`src/rtl/core/pip_pkg.sv`:
```
// Shared codes for the point-in-polygon test core.
// Used by point_in_polygon_test_core; no dependencies.
package pip_pkg;

    localparam int CFG_IDX_BITS = 3;

    localparam logic [CFG_IDX_BITS-1:0] CFG_VERTEX_COUNT = 3'd0;
    localparam logic [CFG_IDX_BITS-1:0] CFG_BOX_MIN_X    = 3'd1;
    localparam logic [CFG_IDX_BITS-1:0] CFG_BOX_MIN_Y    = 3'd2;
    localparam logic [CFG_IDX_BITS-1:0] CFG_BOX_MAX_X    = 3'd3;
    localparam logic [CFG_IDX_BITS-1:0] CFG_BOX_MAX_Y    = 3'd4;

    localparam logic FUNC_WRITE = 1'b0;
    localparam logic FUNC_QUERY = 1'b1;

endpackage

```
`src/rtl/core/pip_ram.sv`:
```
// Generic single-write, single-read RAM with registered read data.
// No dependencies.
module pip_ram #(
    parameter int WIDTH = 32,
    parameter int DEPTH = 16,
    localparam int ADDR_W = $clog2(DEPTH)
) (
    input  logic              clk,
    input  logic              we,
    input  logic [ADDR_W-1:0] waddr,
    input  logic [WIDTH-1:0]  wdata,
    input  logic [ADDR_W-1:0] raddr,
    output logic [WIDTH-1:0]  rdata
);

    logic [WIDTH-1:0] mem [DEPTH];

    always_ff @(posedge clk)
    begin
        if (we)
        begin
            mem[waddr] <= wdata;
        end
        rdata <= mem[raddr];
    end

endmodule

```
`src/rtl/core/pip_mul.sv`:
```
// Shared difference multiplier: (a_hi - a_lo) * (b_hi - b_lo), exact.
// Used twice per polygon edge by point_in_polygon_test_core.
module pip_mul #(
    parameter int COORD_BITS = 16,
    localparam int PROD_W = 2 * (COORD_BITS + 1)
) (
    input  logic signed [COORD_BITS-1:0] a_hi,
    input  logic signed [COORD_BITS-1:0] a_lo,
    input  logic signed [COORD_BITS-1:0] b_hi,
    input  logic signed [COORD_BITS-1:0] b_lo,
    output logic signed [PROD_W-1:0]     prod
);

    logic signed [COORD_BITS:0] da;
    logic signed [COORD_BITS:0] db;

    assign da   = (COORD_BITS + 1)'(a_hi) - (COORD_BITS + 1)'(a_lo);
    assign db   = (COORD_BITS + 1)'(b_hi) - (COORD_BITS + 1)'(b_lo);
    assign prod = PROD_W'(da) * PROD_W'(db);

endmodule

```
`src/rtl/core/point_in_polygon_test_core.sv`:
```
// Point-in-polygon test by crossing number over a stored vertex list.
// Depends on pip_pkg, pip_ram, pip_mul.
//
//  channel  | valid     | stall     | payload
//  ---------+-----------+-----------+-------------------------------------
//  in       | in_valid  | in_stall  | func, vertex_index, coord_x, coord_y
//  out      | out_valid | out_stall | inside_res
//  cfg      | cfg_we    | (none)    | cfg_index, cfg_data
//
// A vertex write is stored when accepted and the core stays idle. A query walks
// START, LOADJ, an EDGE_A/EDGE_B pair per vertex, FINAL and DONE, with the input
// stalled until IDLE again; a box-rejected or empty query goes from START to
// DONE. The cost per edge is set by the single multiplier, used once for each
// side of the crossing compare, behind the registered RAM read.
// Reset restores the register defaults; the vertex RAM is not cleared.
// A finished result sits in the output register while out_stall is high;
// new transactions are taken meanwhile, a second result waits in its state.
module point_in_polygon_test_core #(
    parameter int MAX_VERTICES = 16,
    parameter int COORD_BITS = 16,
    localparam int IDX_BITS = $clog2(MAX_VERTICES),
    localparam int CNT_BITS = $clog2(MAX_VERTICES + 1),
    localparam int CFG_W = (COORD_BITS > CNT_BITS) ? COORD_BITS : CNT_BITS
) (
    input  logic                              clk,
    input  logic                              rst_n,
    input  logic                              cfg_we,
    input  logic [pip_pkg::CFG_IDX_BITS-1:0]  cfg_index,
    input  logic [CFG_W-1:0]                  cfg_data,
    input  logic                              in_valid,
    output logic                              in_stall,
    input  logic                              func,
    input  logic [IDX_BITS-1:0]               vertex_index,
    input  logic signed [COORD_BITS-1:0]      coord_x,
    input  logic signed [COORD_BITS-1:0]      coord_y,
    output logic                              out_valid,
    input  logic                              out_stall,
    output logic                              inside_res
);

    localparam int PROD_W = 2 * (COORD_BITS + 1);
    localparam logic signed [COORD_BITS-1:0] COORD_MIN = {1'b1, {(COORD_BITS - 1){1'b0}}};
    localparam logic signed [COORD_BITS-1:0] COORD_MAX = {1'b0, {(COORD_BITS - 1){1'b1}}};

    typedef enum logic [2:0] {
        ST_IDLE,
        ST_START,
        ST_LOADJ,
        ST_EDGE_A,
        ST_EDGE_B,
        ST_FINAL,
        ST_DONE
    } state_t;

    state_t state_reg;

    logic [CNT_BITS-1:0]          vcount_reg;
    logic signed [COORD_BITS-1:0] bminx_reg, bminy_reg, bmaxx_reg, bmaxy_reg;
    logic [CNT_BITS-1:0]          n_reg;
    logic [IDX_BITS-1:0]          i_reg;
    logic                         pend_reg;
    logic                         inside_reg;
    logic                         out_valid_reg;
    logic                         out_res_reg;

    logic signed [COORD_BITS-1:0] px_reg, py_reg;
    logic signed [COORD_BITS-1:0] prev_x_reg, prev_y_reg;
    logic signed [COORD_BITS-1:0] cur_x_reg, cur_y_reg;
    logic signed [PROD_W-1:0]     lhs_reg, rhs_reg;
    logic                         strad_reg, dypos_reg;

    logic                         in_acc;
    logic                         ram_we;
    logic [IDX_BITS-1:0]          ram_raddr;
    logic [2*COORD_BITS-1:0]      ram_rdata;
    logic signed [COORD_BITS-1:0] rd_x, rd_y;
    logic [CNT_BITS-1:0]          n_m1;
    logic [CNT_BITS-1:0]          n_eff;
    logic                         last_edge;
    logic                         box_pass;
    logic                         toggle;
    logic                         out_free;
    logic signed [COORD_BITS-1:0] op_a_hi, op_a_lo, op_b_hi, op_b_lo;
    logic signed [PROD_W-1:0]     prod;

    assign in_stall = (state_reg != ST_IDLE);
    assign in_acc   = in_valid && !in_stall;
    assign ram_we   = in_acc && (func == pip_pkg::FUNC_WRITE)
                      && (32'(vertex_index) < MAX_VERTICES);

    assign out_valid  = out_valid_reg;
    assign inside_res = out_res_reg;
    assign out_free   = !out_valid_reg || !out_stall;

    assign n_m1      = n_reg - CNT_BITS'(1);
    assign n_eff     = (32'(vcount_reg) > MAX_VERTICES) ? CNT_BITS'(MAX_VERTICES) : vcount_reg;
    assign last_edge = (CNT_BITS'(i_reg) == n_m1);

    assign box_pass = (px_reg >= bminx_reg) && (px_reg <= bmaxx_reg)
                      && (py_reg >= bminy_reg) && (py_reg <= bmaxy_reg);

    // dy > 0: point left when lhs < rhs; dy < 0: when lhs > rhs
    assign toggle = strad_reg && (dypos_reg ? (lhs_reg < rhs_reg) : (lhs_reg > rhs_reg));

    always_comb
    begin
        case (state_reg)
            ST_START:  ram_raddr = n_m1[IDX_BITS-1:0];
            ST_LOADJ:  ram_raddr = '0;
            ST_EDGE_B: ram_raddr = i_reg + IDX_BITS'(1);
            default:   ram_raddr = i_reg;
        endcase
    end

    pip_ram #(
        .WIDTH(2 * COORD_BITS),
        .DEPTH(MAX_VERTICES)
    ) u_vram (
        .clk   (clk),
        .we    (ram_we),
        .waddr (vertex_index),
        .wdata ({coord_y, coord_x}),
        .raddr (ram_raddr),
        .rdata (ram_rdata)
    );

    assign rd_x = ram_rdata[COORD_BITS-1:0];
    assign rd_y = ram_rdata[2*COORD_BITS-1:COORD_BITS];

    // first pass (x - xi) * (yj - yi), second pass (xj - xi) * (y - yi)
    always_comb
    begin
        if (state_reg == ST_EDGE_B)
        begin
            op_a_hi = prev_x_reg;
            op_a_lo = cur_x_reg;
            op_b_hi = py_reg;
            op_b_lo = cur_y_reg;
        end
        else
        begin
            op_a_hi = px_reg;
            op_a_lo = rd_x;
            op_b_hi = prev_y_reg;
            op_b_lo = rd_y;
        end
    end

    pip_mul #(
        .COORD_BITS(COORD_BITS)
    ) u_mul (
        .a_hi (op_a_hi),
        .a_lo (op_a_lo),
        .b_hi (op_b_hi),
        .b_lo (op_b_lo),
        .prod (prod)
    );

    always_ff @(posedge clk or negedge rst_n)
    begin
        if (!rst_n)
        begin
            state_reg     <= ST_IDLE;
            vcount_reg    <= '0;
            bminx_reg     <= COORD_MIN;
            bminy_reg     <= COORD_MIN;
            bmaxx_reg     <= COORD_MAX;
            bmaxy_reg     <= COORD_MAX;
            n_reg         <= '0;
            i_reg         <= '0;
            pend_reg      <= 1'b0;
            inside_reg    <= 1'b0;
            out_valid_reg <= 1'b0;
            out_res_reg   <= 1'b0;
        end
        else
        begin
            if (cfg_we)
            begin
                case (cfg_index)
                    pip_pkg::CFG_VERTEX_COUNT: vcount_reg <= cfg_data[CNT_BITS-1:0];
                    pip_pkg::CFG_BOX_MIN_X:    bminx_reg  <= cfg_data[COORD_BITS-1:0];
                    pip_pkg::CFG_BOX_MIN_Y:    bminy_reg  <= cfg_data[COORD_BITS-1:0];
                    pip_pkg::CFG_BOX_MAX_X:    bmaxx_reg  <= cfg_data[COORD_BITS-1:0];
                    pip_pkg::CFG_BOX_MAX_Y:    bmaxy_reg  <= cfg_data[COORD_BITS-1:0];
                    default: ;
                endcase
            end

            // the done state reloads the output register itself
            if (out_valid_reg && !out_stall && (state_reg != ST_DONE))
            begin
                out_valid_reg <= 1'b0;
            end

            case (state_reg)
                ST_IDLE:
                begin
                    if (in_acc && (func == pip_pkg::FUNC_QUERY))
                    begin
                        n_reg     <= n_eff;
                        state_reg <= ST_START;
                    end
                end
                ST_START:
                begin
                    inside_reg <= 1'b0;
                    pend_reg   <= 1'b0;
                    i_reg      <= '0;
                    if (box_pass && (n_reg != '0))
                    begin
                        state_reg <= ST_LOADJ;
                    end
                    else
                    begin
                        state_reg <= ST_DONE;
                    end
                end
                ST_LOADJ:
                begin
                    state_reg <= ST_EDGE_A;
                end
                ST_EDGE_A:
                begin
                    if (pend_reg && toggle)
                    begin
                        inside_reg <= !inside_reg;
                    end
                    state_reg <= ST_EDGE_B;
                end
                ST_EDGE_B:
                begin
                    pend_reg <= 1'b1;
                    if (last_edge)
                    begin
                        state_reg <= ST_FINAL;
                    end
                    else
                    begin
                        i_reg     <= i_reg + IDX_BITS'(1);
                        state_reg <= ST_EDGE_A;
                    end
                end
                ST_FINAL:
                begin
                    if (toggle)
                    begin
                        inside_reg <= !inside_reg;
                    end
                    pend_reg  <= 1'b0;
                    state_reg <= ST_DONE;
                end
                ST_DONE:
                begin
                    if (out_free)
                    begin
                        out_valid_reg <= 1'b1;
                        out_res_reg   <= inside_reg;
                        state_reg     <= ST_IDLE;
                    end
                end
                default:
                begin
                    state_reg <= ST_IDLE;
                end
            endcase
        end
    end

    // datapath registers
    always_ff @(posedge clk)
    begin
        if (in_acc)
        begin
            px_reg <= coord_x;
            py_reg <= coord_y;
        end
        if (state_reg == ST_LOADJ)
        begin
            prev_x_reg <= rd_x;
            prev_y_reg <= rd_y;
        end
        if (state_reg == ST_EDGE_A)
        begin
            cur_x_reg <= rd_x;
            cur_y_reg <= rd_y;
            lhs_reg   <= prod;
            strad_reg <= (rd_y > py_reg) != (prev_y_reg > py_reg);
            dypos_reg <= (prev_y_reg > rd_y);
        end
        if (state_reg == ST_EDGE_B)
        begin
            rhs_reg    <= prod;
            prev_x_reg <= cur_x_reg;
            prev_y_reg <= cur_y_reg;
        end
    end

    a_result_from_done: assert property (@(posedge clk) disable iff (!rst_n)
        $rose(out_valid_reg) |-> $past(state_reg) == ST_DONE)
        else $error("result raised outside the done state");

    a_edge_in_range: assert property (@(posedge clk) disable iff (!rst_n)
        (state_reg == ST_EDGE_A || state_reg == ST_EDGE_B) |-> CNT_BITS'(i_reg) < n_reg)
        else $error("edge index beyond vertex count");

    a_walk_count: assert property (@(posedge clk) disable iff (!rst_n)
        state_reg == ST_LOADJ |-> (n_reg != '0) && (32'(n_reg) <= MAX_VERTICES))
        else $error("walk started with bad vertex count");

    a_no_accept_busy: assert property (@(posedge clk) disable iff (!rst_n)
        (state_reg == ST_EDGE_B && !last_edge) |=> state_reg == ST_EDGE_A && in_stall)
        else $error("edge walk broken");

endmodule

```
`config.mk`:
```
export PLATFORM = sky130hd
export DESIGN_NAME = point_in_polygon_test_core
export DESIGN_NICKNAME = d
export VERILOG_FILES = /design/src/rtl/core/pip_pkg.sv /design/src/rtl/core/pip_ram.sv /design/src/rtl/core/pip_mul.sv /design/src/rtl/core/point_in_polygon_test_core.sv
export SDC_FILE = /design/constraint.sdc
export NUM_CORES = 2
export LEC_CHECK = 0
export CORE_ASPECT_RATIO = 0.6
export CORE_MARGIN = 5
export CORE_UTILIZATION = 55
export CTS_CLUSTER_SIZE = 10
export DETAILED_ROUTE_END_ITERATION = 8
export DONT_BUFFER_PORTS = 1
export PLACE_DENSITY = 0.7
export SETUP_SLACK_MARGIN = 0.05
export SYNTH_ARGS = -nofsm -noshare
export SYNTH_HDL_FRONTEND = slang
export SYNTH_SLANG_ARGS = --single-unit
export TNS_END_PERCENT = 20
```
`constraint.sdc`:
```
create_clock -name clk -period 13.9 [get_ports clk]
set_input_delay 1.39 -clock clk [delete_from_list [all_inputs] [get_ports clk]]
set_output_delay 1.39 -clock clk [all_outputs]
set_load 0.03 [all_outputs]
```
### Word-level counts from Yosys, hierarchy flattened

Memory sizes are Yosys's and may differ from the RTL's. A register that Yosys moved wholly into a read port is not among the register bits.
Cells that the tools add are included.

* memories: 1
* word-level logic and storage cells: 119
* latch bits: 0
* memory bits (writable): 512
* bits in read-only memories: 0
* input port bits: 61
* flip-flop bits (word level): 251
* output and inout port bits: 3

* order comparisons: 10
* multiplexer cells: 27
* add/subtract/negate cells: 4
* reduce and logical (&&, ||, !) cells: 35
* shift operators: 0
* multiply operators: 1
* divide/modulo/power cells: 0
* bitwise gates (word level): 1
* equality and inequality tests: 18

Memory list
* u_vram.mem: words 16, width 32, read ports 1, clocked after memory_dff 1, write ports 1, line pip_ram.sv:16 `logic [WIDTH-1:0] mem [DEPTH];`

Operators with widths (number)
* two-way mux 16 bit: 8
* > comparator 16 bit: 3
* > comparator 34 bit: 1
* < comparator 34 bit: 1
* multiplier 17 x 17 -> 34 bit: 1
* subtractor 16 x 16 -> 17 bit: 2
* greater-or-equal comparator 16 bit: 2
* less-or-equal comparator 16 bit: 2
* case mux 3 bit (7 select lines): 1
* AND reduction 2 bit: 9
* == test 3 x 2 -> 1 bit, second input constant: 4
* == test 3 bit, second input constant: 4
* two-way mux 3 bit: 4
* case mux 4 bit (3 select lines): 1
* logical AND 1 bit: 11
* inequality test 2 bit, second input constant: 5
* two-way mux 1 bit: 8
* case mux 4 bit (2 select lines): 1
* == test 3 x 1 -> 1 bit, second input constant: 2
* zero test 3 bit: 2
* nonzero test 2 bit: 3
* nonzero test 3 bit: 2
* == test 4 x 5 -> 1 bit: 1
* > comparator 5 bit, second input constant: 1
* 14 further kinds: 17

### Longest topological paths before layout

* word-level depth: 7
* gate-level depth with buffers: 39
* depth with buffers taken out: 36

### Hierarchy

Synthesis repeated with hierarchy kept, for this count alone.

* cell total of the unflattened synthesis: 3395
* area, all modules: 45214.6 um^2

By module, submodules not included
* pip_ram: cells an instance 838, area each 19835.3 um^2, times used 1, seq. area each 16015.4 um^2
* point_in_polygon_test_core: cells an instance 1116, area each 13060.0 um^2, times used 1, seq. area each 7151.9 um^2
* pip_mul: cells an instance 1441, area each 12319.3 um^2, times used 1, seq. area each 0.0 um^2

### Least setup slack after synthesis

Ideal clock, no wire load.

* kind: register -> register
* start point: register state_reg[2]
* end point: register lhs_reg[32] (data pin)
* cell stages (with the launch flop): 40
* buffers on the path: 4
* library setup time: 0.265 ns
* clock period less this slack: 9.885 ns
* path slack: 4.015 ns
* required time: 13.635 ns
* data arrival time: 9.620 ns
* cell sequence: dfrtp_1 -> buf_2 -> inv_2 -> nor3_1 -> clkbuf_1 -> buf_1 -> nor2_1 -> a21oi_1 -> ha_1 -> inv_1 -> fa_1 -> a21oi_1 -> o21ai_1 -> o311ai_1 -> and3b_1 -> o21ai_1 -> o211ai_2 -> o221a_2 -> (+4 left out) -> fa_1 -> inv_1 -> fa_1 -> inv_1 -> fa_1 -> fa_1 -> inv_1 -> fa_1 -> inv_1 -> ha_1 -> a21o_1 -> a21oi_1 -> nor2_1 -> a211oi_1 -> o21a_1 -> nand2_1 -> a21o_1 -> a311o_1

* word-level cells in the longest chain between the ends: 4
* elaborated cells on any way between the ends: 8
* those cells by class: 2 x add/sub; 1 x mul; 1 x eq/ne; 4 x mux

RTL lines
* from (decl): line point_in_polygon_test_core.sv:55 `state_t state_reg;`
* from (signal assigned): line point_in_polygon_test_core.sv:163 `state_reg <= ST_IDLE;`
* from (signal assigned): line point_in_polygon_test_core.sv:202 `state_reg <= ST_START;`
* from (signal assigned): line point_in_polygon_test_core.sv:212 `state_reg <= ST_LOADJ;`
* == test 3 bit *: line point_in_polygon_test_core.sv:133 `if (state_reg == ST_EDGE_B)`
* two-way mux 16 bit: line point_in_polygon_test_core.sv:133
* subtractor 16 x 16 -> 17 bit (on tied branches): line pip_mul.sv:17, pip_mul.sv:18
* multiplier 17 x 17 -> 34 bit *: line pip_mul.sv:19 `assign prod = PROD_W'(da) * PROD_W'(db);`
* via prod[32]: line point_in_polygon_test_core.sv:84 `logic signed [PROD_W-1:0] prod;`
* to (signal assigned): line point_in_polygon_test_core.sv:287 `lhs_reg <= prod;`
* to (decl): line point_in_polygon_test_core.sv:69 `logic signed [PROD_W-1:0] lhs_reg, rhs_reg;`

The timed path passes the listed nets; every way through them passes the cells marked *.
A chain may end at the register's enable or synchronous reset.

### Worst setup path in the final report

* start point: register state_reg[2]
* end point: register lhs_reg[32] (data pin)

* word-level cells in the longest chain between the ends: 4
* elaborated cells on any way between the ends: 8
* those cells by class: 2 x add/sub; 1 x mul; 1 x eq/ne; 4 x mux

RTL lines
* == test 3 bit: line point_in_polygon_test_core.sv:133
* two-way mux 16 bit: line point_in_polygon_test_core.sv:133
* via op_a_lo[0]: line point_in_polygon_test_core.sv:83 `logic signed [COORD_BITS-1:0] op_a_hi, op_a_lo, op_b_hi, op_b_lo;`
* subtractor 16 x 16 -> 17 bit: line pip_mul.sv:17 `assign da = (COORD_BITS + 1)'(a_hi) - (COORD_BITS + 1)'(a_lo);`
* multiplier 17 x 17 -> 34 bit: line pip_mul.sv:19
* via prod[32]: line point_in_polygon_test_core.sv:84

The timed path passes the listed nets, and every way through them passes these cells.

==> impl_results.md <==
- Yosys cell types: 85
- Synth Register Bits: 795
- Post-cts sizing count: 0
- CP Class: flip-flop to flip-flop
- Max Cap Viol: 0
- CTS sink count: ~800
- Root Buffer: clkbuf_16
- CP required: ~14 ns
- Worst-path maximum fanout: 116
- Worst path top cell family by delay: adder cells
- Top FF cell, synth: edfxtp_1
- Most frequent cells in the layout: 678 x edfxtp_1, 497 x nand2_1, 486 x inv_1
- EDFF count, synth: 678
- Antenna violations before repair: 5
- R2R cell count: 33
- HP Class: input pin to asynchronous set/reset pin
- Sequential element share of the synthesized area: between 50% and 60%
- Die H: between 200 and 250 microns
- Critical path endpoint category: flip-flop
- Share of post-route cells with drive strength above 1: 7.77%
- Die ar.: around 0.09 sq mm
- Total CTS buffers: 90
- WP buf/inv: 8
- First-pass GRT wire length: roughly 180000 microns
- Max-slew violations: 0
- Pin count of the biggest net entering global routing: 192
- Via/cell ratio: 5.87
- Fin crit share: roughly 78%
- Ys Warns: 0
- Row count: 82
- Drt initial violations: approximately 3300
- Biggest cell delay along the critical path: roughly 0.93 ns
- Final setup TNS: 0 ns
- Clock Path Buffers: 3
- Most common cell after layout, fill and taps aside: edfxtp_1
- Reg2reg setup slack: slightly above 3 ns
- Max reg flops: 512
- GRT Residual Overflow: 0
- Drt pass-1 iters: 5
- Fin. Hold Viols: 0
- Routed wire length: around 110000 microns
- Reg-to-reg startpoint: state_reg[2]$_DFFE_PN0P_
- Worst Max-Slew Pin Slew: 1.33 ns
- Crit-path slowest cell: dfrtp_1
- Levels on crit path: 33
- Crit path arrival time: 11.24 ns
- DRC viols: 0
- RR Endpoint: lhs_reg[32]$_DFFE_PN_
- Skew final: between 0.03 and 0.04 ns
- Core Area: approximately 0.084 sq mm
- Post-DP HPWL: around 76000 microns
- Vias in the first global route: 29300
- Via Count: roughly 30000
- Clock period minus worst slack: roughly 11 ns
- Setup violations, final: 0
- Unrepaired setup endpoints after global routing: false
- Starting density of the core: 55.5%
- Layout Nets: approximately 4600
- CP Launch Type: flip-flop
- Avg Cell Area, Syn: roughly 12 sq um
- CTS tree: done
- Synthesized net count: about 4600
- Max H-tree Level: 3
- Async set-reset flop share out of synthesis: between 10% and 20%
- Mapped Cells: 3948
- # fillers: about 6700
- Peak Freq: 92.2 MHz
- Post-CTS Setup Repair Bufs: 0
- Most used cell along the critical path: fa_1
- Worst-Skew Late Latency: ~0.68 ns
- Hold Buf Count CTS: 0
- CTS clock-pin slew for the worst setup and hold paths: approximately 0.060 ns
- Synth Cell Area: between 0.04 and 0.05 sq mm
- IO buf count: 0
- Gr usage total: 25.4%
- Die X: 385 microns
- Final antenna-violating net count: 0
- ANT cells: 0
- Status: finished clean
- Boundary Pins: between 60 and 70
- Routed len/inst: approximately 22 microns
- Gpl congestion: just over 1
- Area growth, synth to finish: 8.82%
- Slew margin rel.: 10.7%
layout make-up:
cell class | count | area [sq um] | area share (%)
clock inverter | 7 | 144 | 0.285
timing repair buffer | 53 | 435 | 0.864
multi-input combinational | 2503 | 20900 | 41.4
inverter | 488 | 1830 | 3.63
tap | 1134 | 1420 | 2.81
sequential | 795 | 23200 | 45.9
clock buffer | 157 | 2560 | 5.07
worst max path at each step:
| stage | endpoint | from | slack [ns] |
|---|---|---|---|
| 4_1_cts | lhs_reg[32]$_DFFE_PN_ | state_reg[2]$_DFFE_PN0P_ | 3.26 |
| 3_3_place_gp | lhs_reg[32]$_DFFE_PN_ | state_reg[2]$_DFFE_PN0P_ | 3.46 |
| 2_1_floorplan | lhs_reg[32]$_DFFE_PN_ | state_reg[2]$_DFFE_PN0P_ | 4.01 |
| 3_5_place_dp | lhs_reg[32]$_DFFE_PN_ | state_reg[2]$_DFFE_PN0P_ | 3.30 |
| 5_1_grt | lhs_reg[32]$_DFFE_PN_ | state_reg[2]$_DFFE_PN0P_ | 2.37 |
| 6_report | lhs_reg[32]$_DFFE_PN_ | state_reg[2]$_DFFE_PN0P_ | 3.05 |
per-stage QoR:
step                utilization [%]  area [sq um]  hold slack (ns)  std cells  setup slack, ns
floorplan                         -         46300            0.404       3948             4.01
global placement               57.1         47700            0.421       4973             3.46
detailed placement             57.1         47700            0.420       4973             3.30
CTS                            60.4         50400            0.355       5137             3.26
global route                   60.4         50400            0.367       5137             2.37
finish                         60.4         50400            0.405       5137             3.05
cell usage after synthesis (23+ instances only):
cell type	instances	area share [%]
edfxtp_1	678	44
nand2_1	497	4.0
inv_1	486	3.9
fa_1	298	13
ha_1	266	7.2
nor2_1	186	1.5
a21oi_1	174	1.9
a211oi_1	170	2.8
o21ai_0	108	1.2
clkbuf_1	89	0.72
and2_1	88	1.2
a31oi_1	70	0.95
and2_0	70	0.95
a311oi_1	67	1.3
mux2_2	59	1.4
buf_2	56	0.60
dfrtp_1	53	2.9
xnor2_1	47	0.89
a21o_1	37	0.60
nor2b_1	36	0.49
nor3_1	34	0.37
dfstp_2	32	1.8
dfxtp_1	32	1.4
nand4_1	32	0.43
o21a_1	30	0.49
nand3_1	24	0.26
xor2_1	24	0.45
nand2b_1	23	0.31
layer usage:
metal	up-vias	wire length, microns	GRT usage (%)
met5	-	149	1.16
met4	2	1560	4.22
met3	126	13500	8.38
met2	1287	46100	34.5
met1	15000	52500	40.2
li1	13800	-	-
cells by family after synthesis:
family / Yosys count / share of synthesized area [%]
compound gates: 732 / 10.6
xor+xnor: 72 / 1.38
fa+ha+maj: 564 / 20.1
buf+inv: 650 / 5.53
flops: 795 / 50.0
mux: 75 / 1.78
simple gates: 1060 / 10.7
Power is left out: the tool's default activity adds up to more than one toggle a clock period on the data nets, which glitch-free logic cannot reach.
